[config.mk]
export PLATFORM = sky130hd
export DESIGN_NAME = npad_cfg
export DESIGN_NICKNAME = d
export VERILOG_FILES = /design/src/design/assert_macros.svh /design/src/design/npad_pkg.sv /design/src/design/npad_cfg.sv
export SDC_FILE = /design/constraint.sdc
export NUM_CORES = 1
export LEC_CHECK = 0
export BUFFER_PORTS_ARGS = -buffer_cell sky130_fd_sc_hd__buf_2
export CAP_MARGIN = 25
export CORE_UTILIZATION = 28
export DETAILED_ROUTE_END_ITERATION = 16
export SLEW_MARGIN = 40
export SYNTH_ARGS = -nofsm -noshare
export SYNTH_HDL_FRONTEND = slang
export SYNTH_SLANG_ARGS = --single-unit
export TNS_END_PERCENT = 10
[constraint.sdc]
create_clock -name i_clk -period 1.81 [get_ports i_clk]
set_input_delay 0.362 -clock i_clk [delete_from_list [all_inputs] [get_ports i_clk]]
set_output_delay 0.362 -clock i_clk [all_outputs]
set_load 0.01 [all_outputs]
[src/design/assert_macros.svh]
// Assertion helpers used by the top-level RTL file.
`ifndef ASSERT_MACROS_SVH
`define ASSERT_MACROS_SVH

// Check a property on every rising edge, held off while reset is low.
`define NPAD_ASSERT(label, prop) \
    label: assert property (@(posedge i_clk) disable iff (!i_rst_n) prop) \
        else $error("%m: check failed");

// Check a property on every rising edge, reset included.
`define NPAD_ASSERT_ALWAYS(label, prop) \
    label: assert property (@(posedge i_clk) prop) else $error("%m: check failed");

`endif

[src/design/npad_pkg.sv]
// ----------------------------------------------------------------------------
// npad_pkg
// Types, register indexes and constants of the annular disk nearest point unit.
// ----------------------------------------------------------------------------
`default_nettype none

package npad_pkg;

    // Register indexes of the configuration port
    localparam logic [3:0] CFG_CENTRE_X = 4'd0;
    localparam logic [3:0] CFG_CENTRE_Y = 4'd1;
    localparam logic [3:0] CFG_CENTRE_Z = 4'd2;
    localparam logic [3:0] CFG_AXIS_X   = 4'd3;
    localparam logic [3:0] CFG_AXIS_Y   = 4'd4;
    localparam logic [3:0] CFG_AXIS_Z   = 4'd5;
    localparam logic [3:0] CFG_INNER    = 4'd6;
    localparam logic [3:0] CFG_OUTER    = 4'd7;

    // Fixed point limits
    localparam logic signed [31:0] AXIS_ONE     = 32'sd1073741824;
    localparam logic signed [31:0] AXIS_ONE_NEG = -32'sd1073741824;
    localparam logic signed [36:0] PAR_HI       = 37'sd8589934591;
    localparam logic signed [36:0] PAR_LO       = -37'sd8589934591;
    localparam logic signed [33:0] COORD_HI     = 34'sd2147483647;
    localparam logic signed [33:0] COORD_LO     = -34'sd2147483648;
    localparam logic [30:0]        OUTER_RESET  = 31'd65536;

    // Pipeline depths
    localparam int SQRT_STEPS  = 32;
    localparam int DIV_STEPS   = 31;
    localparam int PRE_STAGES  = 9;
    localparam int POST_STAGES = 5;

    typedef struct packed {
        logic [2:0][31:0] centre;
        logic [2:0][31:0] axis;
        logic [30:0]      inner;
        logic [30:0]      outer;
    } t_cfg;

    typedef struct packed {
        logic [2:0][31:0] smp;
        logic [63:0]      maxd;
    } t_base;

    typedef struct packed {
        logic [2:0][31:0] w;
        logic [2:0]       s;
        t_base            base;
    } t_sq_side;

    typedef struct packed {
        logic [31:0] m;
        logic [2:0]  s;
        logic [2:0]  neg;
        t_base       base;
    } t_dv_side;

endpackage

`default_nettype wire

[src/design/npad_cfg.sv]
// ----------------------------------------------------------------------------
// npad_cfg
// Disk configuration registers written through a valid/ready channel.
// ----------------------------------------------------------------------------
`default_nettype none

module npad_cfg (
    input  wire logic          i_clk,
    input  wire logic          i_rst_n,
    input  wire logic          i_cfg_valid,
    output logic               o_cfg_ready,
    input  wire logic [3:0]    i_cfg_addr,
    input  wire logic [31:0]   i_cfg_data,
    output npad_pkg::t_cfg     o_cfg
);

    npad_pkg::t_cfg r_cfg;
    logic signed [31:0] w_axis;

    assign o_cfg_ready = 1'b1;
    assign o_cfg = r_cfg;

    // Saturate the written axis component to plus or minus one
    always_comb begin
        if ($signed(i_cfg_data) > npad_pkg::AXIS_ONE) begin
            w_axis = npad_pkg::AXIS_ONE;
        end else if ($signed(i_cfg_data) < npad_pkg::AXIS_ONE_NEG) begin
            w_axis = npad_pkg::AXIS_ONE_NEG;
        end else begin
            w_axis = $signed(i_cfg_data);
        end
    end

    // Write one register per request, drop unknown indexes
    always_ff @(posedge i_clk) begin
        if (!i_rst_n) begin
            r_cfg.centre <= '0;
            r_cfg.axis   <= {npad_pkg::AXIS_ONE, 32'd0, 32'd0};
            r_cfg.inner  <= '0;
            r_cfg.outer  <= npad_pkg::OUTER_RESET;
        end else if (i_cfg_valid) begin
            unique case (i_cfg_addr)
                npad_pkg::CFG_CENTRE_X: r_cfg.centre[0] <= i_cfg_data;
                npad_pkg::CFG_CENTRE_Y: r_cfg.centre[1] <= i_cfg_data;
                npad_pkg::CFG_CENTRE_Z: r_cfg.centre[2] <= i_cfg_data;
                npad_pkg::CFG_AXIS_X:   r_cfg.axis[0]   <= w_axis;
                npad_pkg::CFG_AXIS_Y:   r_cfg.axis[1]   <= w_axis;
                npad_pkg::CFG_AXIS_Z:   r_cfg.axis[2]   <= w_axis;
                npad_pkg::CFG_INNER:    r_cfg.inner     <= i_cfg_data[30:0];
                npad_pkg::CFG_OUTER:    r_cfg.outer     <= i_cfg_data[30:0];
                default: begin
                end
            endcase
        end
    end

endmodule

`default_nettype wire

==> results.cfg <==
[grt]
grt-ovfl-total = 0
antenna_found_initial = 3
grt_pass1_wl_um = 42140
grt_max_degree = 43
grt_usage = 0.1583
grt_pass1_vias = 7032

[floorplanning]
die_x_um = 185.8
start_util = 0.2878
fp.dieH_um = 185.8
fp-row-count = 66
core_area_um2 = 32870
die-area_um2 = 34530
io_pins = 294

[layout]
largest_reg_flops = 254
final-instance-count-excl-fill = 1655
drive_above_1_share = 0.3078
utilization = 0.3748
syn_to_final_growth_pct = 30.22
n_fill_cell = 3399
nets = 1234

[clock_network]
clockRootBuffer = clkbuf_16
post_cts_buffers = 0
cts_hold_buf = 0
insertion_delay_ns = 0.52
clkSinkCount = 254
cts_tree = built
numCtsBuffers = 27
cts_resized = 0
htree_levels = 1
clock_path_buffers = 3
clk_pin_slew_ns = 0.06

[timing]
rsz0062_at_grt = false
setup_viol = 0
finalCritPeriodShare = 0.7704
min_period_ns = 1.394
hold_violations = 0
fmax_mhz = 717.2
skew_ns = 0
drv_slew = 0
tns_ns = 0

[worst_setup_path]
required_ns = 1.45
crit_arrival_ns = 1.03
cp-start-kind = flip-flop
path_max_fanout = 2
slowest_stage = dfxtp_1
rr_worst_depth = 2
slowest_delay_ns = 0.36
path_cells = buf_2
critPathKind = reg -> out
r2r-start = o_cfg[16]
critPathBufInv = 1
worstReg2RegEnd = o_cfg[16]
rrSetupSlack_ns = 1.15
crit_family = flip-flops
worstSetupEndpointType = primary output

[yosys]
syn_area_per_cell_um2 = 10.41
synthArstFlopShare = 0
synth.most_common_cell = nand2_1
ys_seq_area_frac = 0.5375
netlist_top_cells_count = 285 x nand2_1, 254 x dfxtp_1, 253 x mux2i_1, 30 x nand3_1, 27 x clkbuf_1
synth-seq-cells = 254
synth_nets = 948
synth_cell_types = 26
synth_top_area_share = 0.5375
syn-cell-area_um2 = 9460
yosysTopAreaCell = dfxtp_1
synth_ff_type = dfxtp_1
synth_warnings = 0
synth-edff-count = 0
syn_inst = 909
synth.area.top_cells = dfxtp_1 54%, mux2i_1 27%, nand2_1 11%, nand3_1 1.6%, buf_6 1.3%

[detailed_routing]
routedWlPerCell_um = 17.00
drc = 0
dr.first_iter.drc_count = 297
vias = 7312
drt_wl_total_um = 28140
drt-pass1-iter-count = 4
avgViaCountPerCell = 4.418
ant_nets = 0

[power_and_ir_drop]
power_mw = 11.76
p_leak_nw = 6.110
power_density_nw_per_um2 = 954.6
ir_worst_vdd_mv = 0.6283

[placement]
numPortBuffers = 292
hpwlAfterDp_um = 20190
dpl.cell_count = 1608
place.gp.congestion = 0.8005

[worst_hold_path]
min_path_cells = 2
min_path_type = in -> reg
hp-start = i_rst_n
hold_path_end = o_cfg[16]

[outcome]
outcome = complete, no violations

[job]
cap_violations = 0
## worst max path at each step
stage / start / cells past startpoint / endpoint
6_report: o_cfg[47] / 1 / o_cfg[47]
3_3_place_gp: i_cfg_addr[2] / 5 / o_cfg[93]
3_5_place_dp: i_cfg_addr[2] / 5 / o_cfg[64]
2_1_floorplan: i_cfg_addr[2] / 5 / o_cfg[93]
4_1_cts: o_cfg[57] / 1 / o_cfg[57]
5_1_grt: o_cfg[75] / 1 / o_cfg[75]
## where the power goes
group / leakage [nW] / total [mW] / switching [mW] / internal [mW]
logic: 3.64 / 0.678 / 0.437 / 0.241
clock network: 0.418 / 5.40 / 2.22 / 3.18
registers: 2.05 / 5.69 / 0.0331 / 5.65
## layout by cell type (no fill, tap or decap), drive strengths merged
cell type    n
nand2      287
clkinv       5
conb         1
dfxtp      254
nor2         2
bufinv       2
nand3       30
mux2i      253
o311ai       1
clkinvlp     1
nand3b       2
and2b        1
nor3b        3
buf        324
diode        1
xnor2        1
clkbuf      38
o21ai        2
nor2b        2
nand2b       1
inv          1
and3         1
## kinds of logic after synthesis
family          count (synthesis)  synth area share
buf+inv                        68           0.04933
xor+xnor                        1         0.0009260
mux                           253            0.2677
compound gates                  3          0.001984
flops                         254            0.5375
other cells                     1         0.0003964
simple gates                  329            0.1422
## routing by layer
| layer | wire [um] | track usage | vias up | part of all wire |
|---|---|---|---|---|
| met2 | 12800 | 0.2528 | 195 | 0.45 |
| met1 | 13120 | 0.2156 | 3495 | 0.47 |
| met4 | 553 | 0.04164 | 4 | 0.020 |
| li1 | - | - | 3580 | - |
| met3 | 1641 | 0.03228 | 38 | 0.058 |
| met5 | 27 | 0 | - | 0.00096 |
## through the flow
stage	setup slack [ns]	hold slack (ns)	instance area, um^2
after floorplan	0.5140	0.4790	9460
after global placement	0.1872	0.4380	11460
after detailed placement	0.1651	0.4463	11460
after CTS	0.3954	0.1521	12320
after global routing	0.3644	0.1787	12320
final	0.4156	0.1803	12320
## layout make-up
class / count / area, um^2 / share of cell area
Antenna cell: 1 / 2.502 / 0.0002031
Clock buffer: 38 / 757.0 / 0.06145
Clock inverter: 8 / 96.34 / 0.007820
Inverter: 1 / 3.754 / 0.0003047
Multi-Input combinational cell: 587 / 3935 / 0.3194
Sequential cell: 254 / 5085 / 0.4128
Tap cell: 442 / 553.0 / 0.04489
Timing Repair Buffer: 324 / 1887 / 0.1532
Power figures use the tool's default switching activity.
